## config.mk

```make
export PLATFORM = sky130hd
export DESIGN_NAME = magic_pattern_type_check_core
export DESIGN_NICKNAME = d
export VERILOG_FILES = /design/src/rtl/mptc_pkg.sv /design/src/rtl/magic_pattern_type_check_core.sv /design/src/rtl/mptc_match.sv /design/src/rtl/mptc_verdict.sv
export SDC_FILE = /design/constraint.sdc
export NUM_CORES = 1
export LEC_CHECK = 0
export BUFFER_PORTS_ARGS = -buffer_cell sky130_fd_sc_hd__buf_2
export CORE_MARGIN = 5
export CORE_UTILIZATION = 40
export DETAILED_ROUTE_END_ITERATION = 8
export PLACE_DENSITY = 0.65
export SYNTH_ARGS = -nofsm -noshare
export SYNTH_HDL_FRONTEND = slang
export SYNTH_SLANG_ARGS = --single-unit
```

## constraint.sdc

```tcl
create_clock -name clk -period 5.5 [get_ports clk]
set_input_delay 1.1 -clock clk [delete_from_list [all_inputs] [get_ports clk]]
set_output_delay 1.1 -clock clk [all_outputs]
set_load 0.02 [all_outputs]
```

## src/rtl/mptc_pkg.sv

```systemverilog
// Package: request/result types, verdict codes and the magic-byte row table.
`timescale 1ns / 1ps
package mptc_pkg;

	localparam int ROWS = 34;
	localparam int PAT_MAX = 11;
	localparam logic [5:0] NO_ROW = 6'd34;
	localparam logic [9:0] POS_MAX = 10'd1023;
	localparam logic [10:0] HEAD_LIMIT = 11'd512;
	localparam int PADDR_W = 3;

	// register byte addresses
	localparam logic [PADDR_W-1:0] REG_DECLARED_TYPE = 3'd0;

	typedef enum logic [1:0] {
		VERDICT_UNKNOWN     = 2'd0,
		VERDICT_AGREES      = 2'd1,
		VERDICT_CONTRADICTS = 2'd2
	} verdict_t;

	typedef struct packed {
		logic       has_byte;
		logic [7:0] data_byte;
		logic       last_byte;
	} req_t;

	typedef struct packed {
		logic [1:0] verdict;
		logic [5:0] matched_row;
	} res_t;

	// match state as seen by the verdict logic
	typedef struct packed {
		logic [ROWS-1:0] alive;
		logic [9:0]      pos;
	} scan_t;

	localparam logic [8:0] ROW_OFF [ROWS] = '{
		9'd0, 9'd0, 9'd0, 9'd0, 9'd0, 9'd0, 9'd0, 9'd0, 9'd0, 9'd8,
		9'd8, 9'd8, 9'd0, 9'd0, 9'd0, 9'd0, 9'd0, 9'd4, 9'd4, 9'd0,
		9'd0, 9'd0, 9'd0, 9'd0, 9'd0, 9'd0, 9'd0, 9'd0, 9'd257, 9'd0,
		9'd0, 9'd0, 9'd0, 9'd0
	};

	localparam logic [3:0] ROW_LEN [ROWS] = '{
		4'd8, 4'd3, 4'd6, 4'd6, 4'd2, 4'd4, 4'd4, 4'd4, 4'd5, 4'd4,
		4'd4, 4'd4, 4'd4, 4'd4, 4'd3, 4'd2, 4'd4, 4'd6, 4'd4, 4'd4,
		4'd5, 4'd11, 4'd4, 4'd3, 4'd3, 4'd6, 4'd6, 4'd6, 4'd5, 4'd4,
		4'd4, 4'd4, 4'd4, 4'd4
	};

	localparam logic [4:0] ROW_TYPE [ROWS] = '{
		5'd1, 5'd2, 5'd3, 5'd3, 5'd4, 5'd5, 5'd6, 5'd6, 5'd7, 5'd8,
		5'd9, 5'd10, 5'd11, 5'd12, 5'd13, 5'd13, 5'd14, 5'd15, 5'd16, 5'd17,
		5'd18, 5'd19, 5'd20, 5'd21, 5'd22, 5'd23, 5'd24, 5'd25, 5'd26, 5'd27,
		5'd28, 5'd29, 5'd30, 5'd31
	};

	// svg, webm, zip, gzip, bzip2, xz, 7z, rar, tar
	localparam logic [ROWS-1:0] ROW_CONTAINER =
		34'b00_0001_1111_1100_0001_0000_0001_0000_0000;

	localparam logic [7:0] ROW_PAT [ROWS][PAT_MAX] = '{
		'{8'h89, 8'h50, 8'h4E, 8'h47, 8'h0D, 8'h0A, 8'h1A, 8'h0A, 8'h00, 8'h00, 8'h00},
		'{8'hFF, 8'hD8, 8'hFF, 8'h00, 8'h00, 8'h00, 8'h00, 8'h00, 8'h00, 8'h00, 8'h00},
		'{8'h47, 8'h49, 8'h46, 8'h38, 8'h37, 8'h61, 8'h00, 8'h00, 8'h00, 8'h00, 8'h00},
		'{8'h47, 8'h49, 8'h46, 8'h38, 8'h39, 8'h61, 8'h00, 8'h00, 8'h00, 8'h00, 8'h00},
		'{8'h42, 8'h4D, 8'h00, 8'h00, 8'h00, 8'h00, 8'h00, 8'h00, 8'h00, 8'h00, 8'h00},
		'{8'h00, 8'h00, 8'h01, 8'h00, 8'h00, 8'h00, 8'h00, 8'h00, 8'h00, 8'h00, 8'h00},
		'{8'h49, 8'h49, 8'h2A, 8'h00, 8'h00, 8'h00, 8'h00, 8'h00, 8'h00, 8'h00, 8'h00},
		'{8'h4D, 8'h4D, 8'h00, 8'h2A, 8'h00, 8'h00, 8'h00, 8'h00, 8'h00, 8'h00, 8'h00},
		'{8'h3C, 8'h3F, 8'h78, 8'h6D, 8'h6C, 8'h00, 8'h00, 8'h00, 8'h00, 8'h00, 8'h00},
		'{8'h57, 8'h45, 8'h42, 8'h50, 8'h00, 8'h00, 8'h00, 8'h00, 8'h00, 8'h00, 8'h00},
		'{8'h57, 8'h41, 8'h56, 8'h45, 8'h00, 8'h00, 8'h00, 8'h00, 8'h00, 8'h00, 8'h00},
		'{8'h41, 8'h56, 8'h49, 8'h20, 8'h00, 8'h00, 8'h00, 8'h00, 8'h00, 8'h00, 8'h00},
		'{8'h4F, 8'h67, 8'h67, 8'h53, 8'h00, 8'h00, 8'h00, 8'h00, 8'h00, 8'h00, 8'h00},
		'{8'h66, 8'h4C, 8'h61, 8'h43, 8'h00, 8'h00, 8'h00, 8'h00, 8'h00, 8'h00, 8'h00},
		'{8'h49, 8'h44, 8'h33, 8'h00, 8'h00, 8'h00, 8'h00, 8'h00, 8'h00, 8'h00, 8'h00},
		'{8'hFF, 8'hFB, 8'h00, 8'h00, 8'h00, 8'h00, 8'h00, 8'h00, 8'h00, 8'h00, 8'h00},
		'{8'h1A, 8'h45, 8'hDF, 8'hA3, 8'h00, 8'h00, 8'h00, 8'h00, 8'h00, 8'h00, 8'h00},
		'{8'h66, 8'h74, 8'h79, 8'h70, 8'h71, 8'h74, 8'h00, 8'h00, 8'h00, 8'h00, 8'h00},
		'{8'h66, 8'h74, 8'h79, 8'h70, 8'h00, 8'h00, 8'h00, 8'h00, 8'h00, 8'h00, 8'h00},
		'{8'h00, 8'h00, 8'h01, 8'hBA, 8'h00, 8'h00, 8'h00, 8'h00, 8'h00, 8'h00, 8'h00},
		'{8'h25, 8'h50, 8'h44, 8'h46, 8'h2D, 8'h00, 8'h00, 8'h00, 8'h00, 8'h00, 8'h00},
		'{8'h25, 8'h21, 8'h50, 8'h53, 8'h2D, 8'h41, 8'h64, 8'h6F, 8'h62, 8'h65, 8'h2D},
		'{8'h50, 8'h4B, 8'h03, 8'h04, 8'h00, 8'h00, 8'h00, 8'h00, 8'h00, 8'h00, 8'h00},
		'{8'h1F, 8'h8B, 8'h08, 8'h00, 8'h00, 8'h00, 8'h00, 8'h00, 8'h00, 8'h00, 8'h00},
		'{8'h42, 8'h5A, 8'h68, 8'h00, 8'h00, 8'h00, 8'h00, 8'h00, 8'h00, 8'h00, 8'h00},
		'{8'hFD, 8'h37, 8'h7A, 8'h58, 8'h5A, 8'h00, 8'h00, 8'h00, 8'h00, 8'h00, 8'h00},
		'{8'h37, 8'h7A, 8'hBC, 8'hAF, 8'h27, 8'h1C, 8'h00, 8'h00, 8'h00, 8'h00, 8'h00},
		'{8'h52, 8'h61, 8'h72, 8'h21, 8'h1A, 8'h07, 8'h00, 8'h00, 8'h00, 8'h00, 8'h00},
		'{8'h75, 8'h73, 8'h74, 8'h61, 8'h72, 8'h00, 8'h00, 8'h00, 8'h00, 8'h00, 8'h00},
		'{8'h00, 8'h61, 8'h73, 8'h6D, 8'h00, 8'h00, 8'h00, 8'h00, 8'h00, 8'h00, 8'h00},
		'{8'h77, 8'h4F, 8'h46, 8'h46, 8'h00, 8'h00, 8'h00, 8'h00, 8'h00, 8'h00, 8'h00},
		'{8'h77, 8'h4F, 8'h46, 8'h32, 8'h00, 8'h00, 8'h00, 8'h00, 8'h00, 8'h00, 8'h00},
		'{8'h4F, 8'h54, 8'h54, 8'h4F, 8'h00, 8'h00, 8'h00, 8'h00, 8'h00, 8'h00, 8'h00},
		'{8'h00, 8'h01, 8'h00, 8'h00, 8'h00, 8'h00, 8'h00, 8'h00, 8'h00, 8'h00, 8'h00}
	};

endpackage

```

## src/rtl/magic_pattern_type_check_core.sv

```systemverilog
// Top level: request register, match state, verdict logic, result register and APB port.
// Path: request register, then result register (loaded with last-byte verdicts).
// Throughput: one request per cycle; the request register stalls only when it holds a
//   last-byte request and the result register is full and stalled.
// Reset (arst_n low, asynchronous): request/result valids clear, alive mask all ones,
//   byte count zero, declared_type zero. No clearing pass.
`timescale 1ns / 1ps
module magic_pattern_type_check_core (
	input  logic                          clk,
	input  logic                          arst_n,
	// request channel
	input  logic                          req_valid,
	output logic                          req_stall,
	input  mptc_pkg::req_t                req,
	// result channel
	output logic                          res_valid,
	input  logic                          res_stall,
	output mptc_pkg::res_t                res,
	// APB configuration port
	input  logic                          psel,
	input  logic                          penable,
	input  logic                          pwrite,
	input  logic [mptc_pkg::PADDR_W-1:0]  paddr,
	input  logic [31:0]                   pwdata,
	output logic [31:0]                   prdata,
	output logic                          pready
);
	import mptc_pkg::*;

	// request register
	logic  valid_s1;
	req_t  req_s1;
	// result register
	logic  res_valid_q;
	res_t  res_q;
	// config
	logic [4:0] declared_type_q;

	logic    out_free;
	logic    advance;
	logic    load_res;
	scan_t   scan_cur;
	scan_t   scan_nxt;
	res_t    res_nxt;

	// Result slot is free when empty or being taken this cycle.
	assign out_free = !res_valid_q || !res_stall;
	// Requests without last_byte need no result slot and always move on.
	assign advance = valid_s1 && (!req_s1.last_byte || out_free);
	assign load_res = advance && req_s1.last_byte;
	assign req_stall = valid_s1 && !advance;

	always_ff @(posedge clk or negedge arst_n) begin
		if (!arst_n) begin
			valid_s1 <= 1'b0;
		end else if (!req_stall) begin
			valid_s1 <= req_valid;
		end
	end

	always_ff @(posedge clk) begin
		if (req_valid && !req_stall) begin
			req_s1 <= req;
		end
	end

	// Per-row compare and state update.
	mptc_match u_match (
		.clk      (clk),
		.arst_n   (arst_n),
		.step     (advance),
		.req_s1   (req_s1),
		.scan_cur (scan_cur),
		.scan_nxt (scan_nxt)
	);

	// Verdict on the state as it stands after this request's byte.
	mptc_verdict u_verdict (
		.scan          (scan_nxt),
		.declared_type (declared_type_q),
		.res           (res_nxt)
	);

	always_ff @(posedge clk or negedge arst_n) begin
		if (!arst_n) begin
			res_valid_q <= 1'b0;
		end else if (load_res) begin
			res_valid_q <= 1'b1;
		end else if (!res_stall) begin
			res_valid_q <= 1'b0;
		end
	end

	always_ff @(posedge clk) begin
		if (load_res) begin
			res_q <= res_nxt;
		end
	end

	assign res_valid = res_valid_q;
	assign res = res_q;

	// APB: single register, zero wait states. User writes only while idle; not enforced.
	assign pready = 1'b1;

	always_ff @(posedge clk or negedge arst_n) begin
		if (!arst_n) begin
			declared_type_q <= '0;
		end else if (psel && penable && pwrite && paddr[2] == REG_DECLARED_TYPE[2]) begin
			declared_type_q <= pwdata[4:0];
		end
	end

	always_comb begin
		prdata = '0;
		if (paddr[2] == REG_DECLARED_TYPE[2]) begin
			prdata = {27'd0, declared_type_q};
		end
	end

	// A held request must not be overwritten.
	assert property (@(posedge clk) disable iff (!arst_n)
		(valid_s1 && !advance) |=> (valid_s1 && $stable(req_s1)))
		else $error("held request lost");

	// Giving a verdict restarts the match state.
	assert property (@(posedge clk) disable iff (!arst_n)
		load_res |=> (scan_cur.pos == 10'd0 && (&scan_cur.alive)))
		else $error("match state not restarted after verdict");

	// An agreeing verdict always names a real row.
	assert property (@(posedge clk) disable iff (!arst_n)
		(res_valid_q && res_q.verdict == VERDICT_AGREES) |-> (res_q.matched_row != NO_ROW))
		else $error("agree verdict without matched row");

	// A result is loaded only when the slot is free.
	assert property (@(posedge clk) disable iff (!arst_n)
		load_res |-> out_free)
		else $error("result overwritten");

endmodule

```

## src/rtl/mptc_match.sv

```systemverilog
// Per-row byte compare: holds the alive mask and byte count, gives the post-byte state.
`timescale 1ns / 1ps
module mptc_match (
	input  logic          clk,
	input  logic          arst_n,
	input  logic          step,
	input  mptc_pkg::req_t req_s1,
	output mptc_pkg::scan_t scan_cur,
	output mptc_pkg::scan_t scan_nxt
);
	import mptc_pkg::*;

	logic [ROWS-1:0] alive_q;
	logic [9:0]      pos_q;

	always_comb begin
		logic [9:0] k;
		k = '0;
		scan_nxt.alive = alive_q;
		scan_nxt.pos = pos_q;
		if (req_s1.has_byte) begin
			for (int r = 0; r < ROWS; r++) begin
				if (pos_q >= 10'(ROW_OFF[r])) begin
					k = pos_q - 10'(ROW_OFF[r]);
					if (k < 10'(ROW_LEN[r])) begin
						if (ROW_PAT[r][k[3:0]] != req_s1.data_byte) begin
							scan_nxt.alive[r] = 1'b0;
						end
					end
				end
			end
			if (pos_q < POS_MAX) begin
				scan_nxt.pos = pos_q + 10'd1;
			end
		end
	end

	assign scan_cur.alive = alive_q;
	assign scan_cur.pos = pos_q;

	always_ff @(posedge clk or negedge arst_n) begin
		if (!arst_n) begin
			alive_q <= '1;
			pos_q <= '0;
		end else if (step) begin
			if (req_s1.last_byte) begin
				// verdict given: start over for the next body
				alive_q <= '1;
				pos_q <= '0;
			end else begin
				alive_q <= scan_nxt.alive;
				pos_q <= scan_nxt.pos;
			end
		end
	end

endmodule

```

## src/rtl/mptc_verdict.sv

```systemverilog
// Verdict logic: first matching row and the agree/contradict decision.
`timescale 1ns / 1ps
module mptc_verdict (
	input  mptc_pkg::scan_t scan,
	input  logic [4:0]      declared_type,
	output mptc_pkg::res_t  res
);
	import mptc_pkg::*;

	logic [5:0] hit;
	logic       known;

	// priority pick, lowest row wins
	always_comb begin
		hit = NO_ROW;
		for (int r = ROWS - 1; r >= 0; r--) begin
			if (scan.alive[r] && scan.pos >= 10'(ROW_OFF[r]) + 10'(ROW_LEN[r])) begin
				hit = 6'(r);
			end
		end
	end

	assign known = (declared_type != 5'd0);

	always_comb begin
		res.matched_row = hit;
		res.verdict = VERDICT_UNKNOWN;
		if (hit != NO_ROW) begin
			if (ROW_TYPE[hit] == declared_type) begin
				res.verdict = VERDICT_AGREES;
			end else if (known || !ROW_CONTAINER[hit]) begin
				res.verdict = VERDICT_CONTRADICTS;
			end
		end else if (known && {1'b0, scan.pos} >= HEAD_LIMIT) begin
			res.verdict = VERDICT_CONTRADICTS;
		end
	end

endmodule

```

# ---- Yosys cells after proc, flatten, opt, wreduce, memory -nomap -nowiden
# Memories as Yosys holds them, arrays and structs flattened.
# Cells that the tools add are included.
dict set report op_classes {
  div_mod_pow 0
  addsub 4
  order_cmp 33
  n_shift 0
  mux 218
  n_bitwise 6
  n_reduce_logical 52
  n_mul 0
  n_eq_ne 37
}
# cell n
set ops {}
lappend ops {{$mux W8} 68}
lappend ops {{$ne A8 B8 Y1} 34}
lappend ops {{$mux W6} 32}
lappend ops {{$mux W1} 105}
lappend ops {{$lt A10 B3 Y1 const B} 7}
lappend ops {{$ge A10 B4 Y1 const B} 5}
lappend ops {{$mux W44} 1}
lappend ops {{$logic_and A1 B1 Y1} 42}
lappend ops {{$ge A10 B3 Y1 const B} 4}
lappend ops {{$mux W34} 1}
lappend ops {{$ge A10 B2 Y1 const B} 2}
lappend ops {{$ge A10 B9 Y1 const B} 2}
lappend ops {{$ge A5 B5 Y1 const B} 4}
lappend ops {{$lt A10 B2 Y1 const B} 2}
lappend ops {{$lt A10 B4 Y1 const B} 2}
lappend ops {{$mux W10} 2}
lappend ops {{$not A4 Y5} 4}
lappend ops {{$mux W5} 3}
lappend ops {{$mux W2} 6}
lappend ops {{$add A10 B1 Y10 const B} 1}
lappend ops {{$ge A10 B1 Y1 const B} 1}
lappend ops {{$ge A10 B10 Y1 const B} 1}
lappend ops {{$lt A10 B10 Y1 const B} 1}
lappend ops {{$sub A10 B3 Y10 const B} 1}
lappend ops {{12 further kinds} 19}
dict set report word_totals {
  wordCells 396
  output_inout_bits 43
  mem_bits_ro 4736
  mem_bits_rw 0
  reg_bits 69
  latch_bits 0
  mem_count 36
  input_bits 52
}
# name depth width rd rd_ports_with_merged_regs write_ports line
set memory_table {}
lappend memory_table {{(name not given)} 64 5 1 0 0 mptc_verdict.sv:29} ;# if (ROW_TYPE[hit] == declared_type) begin
lappend memory_table {{(name not given)} 16 8 1 0 0 mptc_match.sv:26} ;# if (ROW_PAT[r][k[3:0]] != req_s1.data_byte) begin
lappend memory_table {{(name not given)} 16 8 1 0 0 mptc_match.sv:26}
lappend memory_table {{(name not given)} 16 8 1 0 0 mptc_match.sv:26}
lappend memory_table {{(name not given)} 16 8 1 0 0 mptc_match.sv:26}
lappend memory_table {{(name not given)} 16 8 1 0 0 mptc_match.sv:26}
lappend memory_table {{30 more memories} - - - - - -}

# ---- Longest topological paths before layout
# Gate-level depths: netlist of the first run.
dict set report logic_depth {
  ltp_word 53
  mapped_depth 27
}

# ---- Cells and area by module
# A second synthesis of the first run with hierarchy kept.
dict set report hier_totals {
  hier_cells 1155
  hier_area_um2 8759.7
}
# module seq_area_each_um2 cells_per_inst instances area_each_um2
set by_module_without_submodules {}
lappend by_module_without_submodules {mptc_match 1143.6 815 1 5923.2}
lappend by_module_without_submodules {mptc_verdict 0.0 264 1 1730.4}
lappend by_module_without_submodules {magic_pattern_type_check_core 715.7 76 1 1106.1}

# ---- Worst setup path after synthesis of the first run
# No wires, ideal clock.
dict set report synth_path {
  kind {reg-to-reg}
  start {reg u_match.pos_q[3]}
  end {reg res_q, in the netlist res[7] (data pin)}
  setup_time_ns 0.263
  stages_incl_launch_ff 25
  synth_period_minus_slack_ns 5.403
  t_required_ns 5.237
  arrival_time_ns 5.140
  setup_slack_ns 0.097
  path_buffers 4
  path_cell_list {dfrtp_1 buf_6 buf_6 inv_2 buf_2 ha_1 clkbuf_1 nand2_2 or4_1 a31o_1 o41ai_2 nand2_1 nor2_1 nor3_1 or4_1 o2bb2ai_1 a21oi_1 nor3_1 inv_1 ha_1 mux2i_1 a21oi_1 mux2_4 nor4_2 a21oi_1}
}
# element line
set synth_rtl {}
lappend synth_rtl {{from (decl)} mptc_match.sv:14} ;# logic [9:0] pos_q;
lappend synth_rtl {{from (signal assigned)} mptc_match.sv:52} ;# pos_q <= scan_nxt.pos;
lappend synth_rtl {{to (signal assigned)} magic_pattern_type_check_core.sv:96} ;# res_q <= res_nxt;
lappend synth_rtl {{to (decl)} magic_pattern_type_check_core.sv:35} ;# res_t res_q;

==> out/results.txt, run 1 <==
post-synthesis instance area = 0.009164 sq mm
height of the chip = 161.4 um
clock tree from TritonCTS = built
Power Dens Cells = 272.7 mW/mm^2
clock root buffer = clkbuf_16
WL/cell = 21.65 um
via total after detailed routing = 9658
overall routing resource usage = 23.68%
ys async rst share = 73.91%
Reg2Reg Depth = 21
via count of the first global-routing pass = 8732
remaining number of nets flagged by the antenna check after routing = 0
accumulated negative setup slack = 0 ps
wire length of the first global-routing pass = 49.80 mm
leakage power total = 4.000 nW
Clock Skews = 17.19 ps
area fraction of the dominant cell type after synthesis = 9.749%
Die Span X = 161.4 um
IR drop worst, VDD = 0.0001629 V
worst min-delay path class = reg2reg
measured slew at the worst slew-check pin = 910.2 ps
Setup Crit Path Kind = reg2reg
count of TritonRoute iterations in the first routing pass = 5
Port-buffer cells = 37
pin count of the biggest net entering global routing = 54
CP Data Arrival Time = 5250 ps
number of unique standard cell types used by synthesis = 119
number of maximum-capacitance constraint violations = 0
layout overhead on the synthesized area = 10.34%
routed wire length = 32.04 mm
required time at the worst-slack endpoint = 5600 ps
maximum frequency from static timing analysis = 0.1941 GHz
total clock sinks = 69
launch point of the critical path = u_match.pos_q[0]
Starting DRT DRC Count = 1245
global-route congestion overflow total = 0
Slew HR = 38.80%
launch point of the worst reg-to-reg path = u_match.pos_q[0]
most frequent CP cell = a21oi_1
worst-case clock buffer depth = 2
number of vias per cell = 6.526
setup slack of the worst register-to-register path = 350 ps
capture instance of the worst register-to-register path = res[7]
cell with the biggest individual delay on the critical path = or4_1
result of the run = finished clean
antenna fix cells = 0
count of final setup violators = 0
unrepaired setup endpoints after global routing = false
Initial Util = 40.60%
IO Count = 95
number of H-tree branching levels = 3
fraction of the cycle the final worst path needs = 93.66%
number of flops mapped to enable cells by yosys = 18
row count = 55
Fin. Hold Viols = 0
post-synthesis sequential element count = 69
GPL Wtd Cong = 0.9669
Std-Cell Core Area = 0.02257 sq mm
synthesized area divided by synthesized cell count = 7.900 sq um
commonest cells in the netlist = nand2_1 (91), o21ai_0 (74), nor2_1 (66), a21oi_1 (64)
DRC violation count after routing = 0
time the final worst path needs with I/O delays and setup = 5152 ps
CP max FO = 33
hpwl dp = 23.23 mm
share of the yosys chip area belonging to registers = 20.29%
CTS Buf Count = 9
Post-CTS Hold Fix Bufs = 0
CP Cell Sequence = buf_12, ha_1, o32a_1, or4_1, nor4b_4, or3_1, a21oi_1, o21ai_0, o2bb2ai_1, a21oi_1, o2bb2ai_1, a21oi_2, nor3_2, inv_1, ha_1, or2_2, nand2_1, a31oi_1, mux2_4, nor4_2, a21oi_1
Worst setup EP type = flip-flop
most area-consuming cells after synthesis = dfstp_2 (9.7%), edfxtp_1 (5.9%), dfrtp_1 (4.6%)
Primary FF master, synth = dfstp_2
cell count after synthesis = 1160
fraction of final layout cells sized beyond drive strength 1 = 21.84%
category of the worst setup path launch point = flip-flop
leading area contributor after synthesis = dfstp_2
clock slew seen by the registers of the worst setup and hold paths = 70 ps
endpoint of the worst setup timing path = res[7]
yosys warns = 0
Final #Nets = 1270
delay of the slowest cell on the worst path = 600 ps
number of slew-limit violations in the final report = 0
Die Area = 0.02604 sq mm
most common cell in the netlist = nand2_1
Worst-Skew Late Latency = 350 ps
Power Total = 2.757 mW
initial antenna violation count = 0
per-layer routing:
metal	vias to the layer above	global-route usage [%]	part of all wire, %
li1	4356	-	-
met5	-	0	0
met1	4654	32.45	42
met3	90	3.419	8.7
met4	0	9.849	4.2
met2	558	37.39	45
sequential cells by signal (all words and copies together) (netlist names):
name             cells
declared_type_q      5
req_s1              10
res                  8
res_valid            1
u_match.alive_q     34
u_match.pos_q       10
valid_s1             1
cells in the final DEF, fill, tap and decap left out, drive strengths merged, types with 13 or more instances in the layout:
cell	n
nor2	67
nand3	48
dfstp	34
nand2	92
nor2b	27
conb	28
mux2i	16
a211o	14
nand4	20
clkbuf	13
ha	28
o211ai	19
o21ai	80
a31oi	17
dfrtp	17
nand2b	17
a21oi	68
xnor2	48
xor2	19
edfxtp	18
nor3	31
and3	21
o22ai	13
and2	16
buf	121
inv	34
o31ai	14
power by group:
part / internal [mW] / leakage (nW) / switching [mW]
Combinational: 0.595 / 3.11 / 0.885
Sequential: 0.637 / 0.748 / 0.0675
Clock: 0.331 / 0.140 / 0.241
worst max-delay path, delay by kind of cell (launching register included):
family / cells / cell delay, ps
flip-flops: 1 / 400
AND/OR/NAND/NOR: 7 / 2020
buffers and inverters: 2 / 300
adder cells (fa/ha/maj): 2 / 480
multiplexers: 1 / 280
AO/OA/AOI/OAI: 9 / 1390
stage by stage:
stage	hold WS [ps]	cells	instance area [sq um]	utilization, %	worst slack, ps
after floorplan	442.4	1186	9261	-	97.08
after global placement	459.5	1455	9678	42.88	279.8
after detailed placement	466.1	1455	9678	42.88	190.4
after CTS	474.5	1471	9958	44.12	157.6
after global routing	519.4	1480	10110	44.79	10.63
final	473.9	1480	10110	44.79	348.4
cell families (layout without fill, tap and decap cells):
group	Yosys count	after routing	share of synthesized area (%)
xor+xnor	67	67	6.486
other cells	2	28	0.08195
flops	69	69	20.29
mux	26	26	3.058
simple gates	433	433	26.71
fa+ha+maj	28	28	3.823
buf+inv	162	171	9.762
compound gates	373	373	29.79
what timing repair did:
action | CTS | global route
gates resized for setup | 0 | 18
setup buffers | 0 | 9
endpoints found under the setup margin | 0 | 2
worst min path at each step:
stage,from,end,slack (ps),cells past startpoint
finish,u_match.alive_q[8],u_match.alive_q[8],470,2
global route,u_match.alive_q[8],u_match.alive_q[8],520,2
CTS,u_match.alive_q[8],u_match.alive_q[8],470,2
detailed placement,u_match.alive_q[8],u_match.alive_q[8],470,2
global placement,u_match.alive_q[24],u_match.alive_q[24],460,2
floorplan,u_match.alive_q[24],u_match.alive_q[24],440,2
cell type report:
class	instances	area, sq um
clock buffers	13	260.3
fillers	2237	12460
well taps	285	356.6
flip-flops and latches	69	1863
multi-input cells	955	6576
inverters	34	127.6
repair buffers	121	907.1
clock inverters	3	20.02
Note: power is estimated with default switching activity, not from simulation.
==> run 2, diff against run 1 <==
--- a/config.mk
+++ b/config.mk
@@ -6,10 +6,13 @@
 export NUM_CORES = 1
 export LEC_CHECK = 0
 export BUFFER_PORTS_ARGS = -buffer_cell sky130_fd_sc_hd__buf_2
+export CELL_PAD_IN_SITES_DETAIL_PLACEMENT = 1
+export CELL_PAD_IN_SITES_GLOBAL_PLACEMENT = 2
 export CORE_MARGIN = 5
-export CORE_UTILIZATION = 40
+export CORE_UTILIZATION = 36
 export DETAILED_ROUTE_END_ITERATION = 8
-export PLACE_DENSITY = 0.65
+export PLACE_DENSITY = 0.87
+export RECOVER_POWER = 100
 export SYNTH_ARGS = -nofsm -noshare
 export SYNTH_HDL_FRONTEND = slang
 export SYNTH_SLANG_ARGS = --single-unit
==> constraint.sdc (replaced) <==
create_clock -name clk -period 5.9 [get_ports clk]
set_input_delay 1.18 -clock clk [delete_from_list [all_inputs] [get_ports clk]]
set_output_delay 1.18 -clock clk [all_outputs]
set_load 0.02 [all_outputs]
==> run 2 against run 1 <==
The flow now finishes with violations (max-capacitance violations, max-slew violations). Combinational power decreased by 8%. Critical path depth unchanged. Hold slack got worse by 3.9 ps. Highest routed layer unchanged.
==> out/results.txt, run 2 (synthesis gave the netlist of run 1 again) <==
launch point of the critical path = u_match.pos_q[1]
number of maximum-capacitance constraint violations = 1 (+1)
unrepaired setup endpoints after global routing = false
WL/cell = 23.99 um (+11%)
Starting DRT DRC Count = 767 (-38%)
fill cell total of the finished layout = 3127 (+40%)
Fin. Hold Viols = 0 (unchanged)
total clock sinks = 69 (unchanged)
net switching component of the power = 1.155 mW (-3.3%)
worst-case clock buffer depth = 2 (unchanged)
leakage power total = 3.830 nW (-4.2%)
area after detailed placement = 0.009607 sq mm (-0.74%)
post-layout instance area = 0.009893 sq mm (-2.2%)
wire length of the first global-routing pass = 55.55 mm (+12%)
fraction of final layout cells sized beyond drive strength 1 = 17.66% (-4.2 points)
Power Dens Cells = 262.9 mW/mm^2 (-3.6%)
hold wc startpoint = u_match.alive_q[8]
accumulated negative setup slack = 0 ps (unchanged)
maximum frequency from static timing analysis = 0.1778 GHz (-8.4%)
post-cts gate resize count = 0 (unchanged)
via count of the first global-routing pass = 9358 (+7.2%)
Clk network pwr share = 22.3% (+1.5 points)
hpwl dp = 26.40 mm (+14%)
most flop-heavy register = u_match.alive_q
overall routing resource usage = 24.63% (+0.95 points)
post-route core utilization = 39.40% (-5.4 points)
GPL Wtd Cong = 0.9644 (-0.26%)
Port-buffer cells = 37 (unchanged)
time the final worst path needs with I/O delays and setup = 5624 ps (+472.4 ps)
layout overhead on the synthesized area = 7.960%
clock slew seen by the registers of the worst setup and hold paths = 70 ps (about the same)
hold_ws = 470.0 ps (-3.883 ps)
via total after detailed routing = 9525 (-1.4%)
IO Count = 95 (unchanged)
Reg2Reg Depth = 21 (unchanged)
Internal Power = 1.446 mW (-7.5%)
Slew HR = -104.5% (-140 points)
Setup Crit Path Kind = reg2reg
count of TritonRoute iterations in the first routing pass = 5 (unchanged)
row count = 58 (+5.5%)
category of the worst setup path launch point = flip-flop
count of final setup violators = 0 (unchanged)
hold endpoint = u_match.alive_q[8]
Final #Nets = 1253 (-1.3%)
height of the chip = 169.5 um (+5.1%)
remaining number of nets flagged by the antenna check after routing = 0 (unchanged)
combinational cell fraction of total power = 52.1% (-1.6 points)
IR drop worst, VDD = 0.0001704 V (+4.6%)
number of H-tree branching levels = 3 (unchanged)
number of slew-limit violations in the final report = 52 (+52)
CP Data Arrival Time = 5720 ps (+470 ps)
clock tree from TritonCTS = built
Die Span X = 169.5 um (+5.1%)
registers with the most flip-flops = u_match.alive_q (34), req_s1 (10), u_match.pos_q (10)
setup slack of the worst register-to-register path = 280 ps (-70 ps)
CTS Buf Count = 9 (unchanged)
Clock Skews = 7.009 ps (-10.18 ps)
initial antenna violation count = 1 (+1)
global-route congestion overflow total = 0 (unchanged)
routed wire length = 36.20 mm (+13%)
result of the run = finished with violations
pin count of the biggest net entering global routing = 60 (+11%)
Placed Instances = 1488 (+2.3%)
worst min-delay path class = reg2reg
CP max FO = 10 (-70%)
Initial Util = 36.50% (-4.1 points)
required time at the worst-slack endpoint = 6000 ps (+400 ps)
flip-flop count of the largest register after layout = 34 (unchanged)
clock root buffer = clkbuf_16
commonest non-fill, non-tap cells in the layout = nand2_1 (91), o21ai_0 (75), nor2_1 (66), a21oi_1 (64), buf_4 (61)
capture instance of the worst register-to-register path = res[7]
number of vias per cell = 6.312 (-3.3%)
fraction of the cycle the final worst path needs = 95.32% (+1.7 points)
launch point of the worst reg-to-reg path = u_match.pos_q[1]
Worst-Skew Late Latency = 360 ps (about the same)
measured slew at the worst slew-check pin = 3067 ps (+2157 ps)
Worst setup EP type = flip-flop
most common cell after layout, fill and taps aside = nand2_1
failing checks = max-capacitance violations, max-slew violations
Std-Cell Core Area = 0.02511 sq mm (+11%)
switching share of power = 44.40% (+1.1 points)
post-CTS setup repair buffer count = 0 (unchanged)
Die Area = 0.02875 sq mm (+10%)
Post-CTS Hold Fix Bufs = 0 (unchanged)
non-filler instance count after layout = 1509 (+2.0%)
sequential group share of total power = 25.5% (about the same)
DRC violation count after routing = 0 (unchanged)
worst hold path depth = 2 (unchanged)
[run 2: stage by stage]
| step | total power [mW] | setup WS [ps] |
|---|---|---|
| after floorplan | 1.603 | 497.1 |
| after global placement | 1.958 | 436.3 |
| after detailed placement | 1.998 | 304.4 |
| after CTS | 2.592 | 262.2 |
| after global routing | 2.752 | 1.817 |
| final | 2.601 | 276.0 |
[run 2: worst max-delay path by stage]
stage | to | slack, ps | cells after the start
finish | res[7] | 280 | 21
global route | res[7] | 2 | 22
CTS | res[7] | 260 | 23
detailed placement | res[7] | 300 | 23
global placement | res[7] | 440 | 23
floorplan | res[7] | 500 | 24
[run 2: worst max-delay path, stage by stage (launching register included)]
cell and delay [ps]:
dfrtp_1 480, inv_2 160, ha_1 620, a2111oi_0 110
or4_1 640, nor4b_2 390, or3_1 240, a21oi_1 80
o21ai_0 270, o2bb2ai_1 160, a21oi_1 90, o2bb2ai_1 220
a21oi_1 80, nor3_1 260, inv_1 170, ha_1 250
or2_2 320, nand2_1 70, a31oi_1 40, mux2_4 280
nor4_2 310, a21oi_1 110
[run 2: power by group through the flow]
stage / registers (mW) / logic (mW) / clock network, mW
after global placement: 0.665 / 1.29 / 0
after detailed placement: 0.669 / 1.33 / 0
after floorplan: 0.651 / 0.952 / 0
after global routing: 0.669 / 1.47 / 0.615
after CTS: 0.662 / 1.34 / 0.591
final: 0.665 / 1.36 / 0.581
[run 2: layout make-up]
type / count / area (sq um) / area share (%)
Clock inverter: 5 / 56.30 / 0.5691
Tap cell: 330 / 412.9 / 4.174
Inverter: 34 / 127.6 / 1.290
Clock buffer: 11 / 242.7 / 2.454
Antenna cell: 1 / 2.502 / 0.02529
Multi-Input combinational cell: 955 / 6496 / 65.66
Sequential cell: 69 / 1862 / 18.82
Timing Repair Buffer: 104 / 693.2 / 7.006
[run 2: per-layer routing]
layer	track usage (%)	wire length, um
met4	11.34	1562
met2	39.31	16570
met1	33.11	15880
met5	0	0
met3	3.354	2186
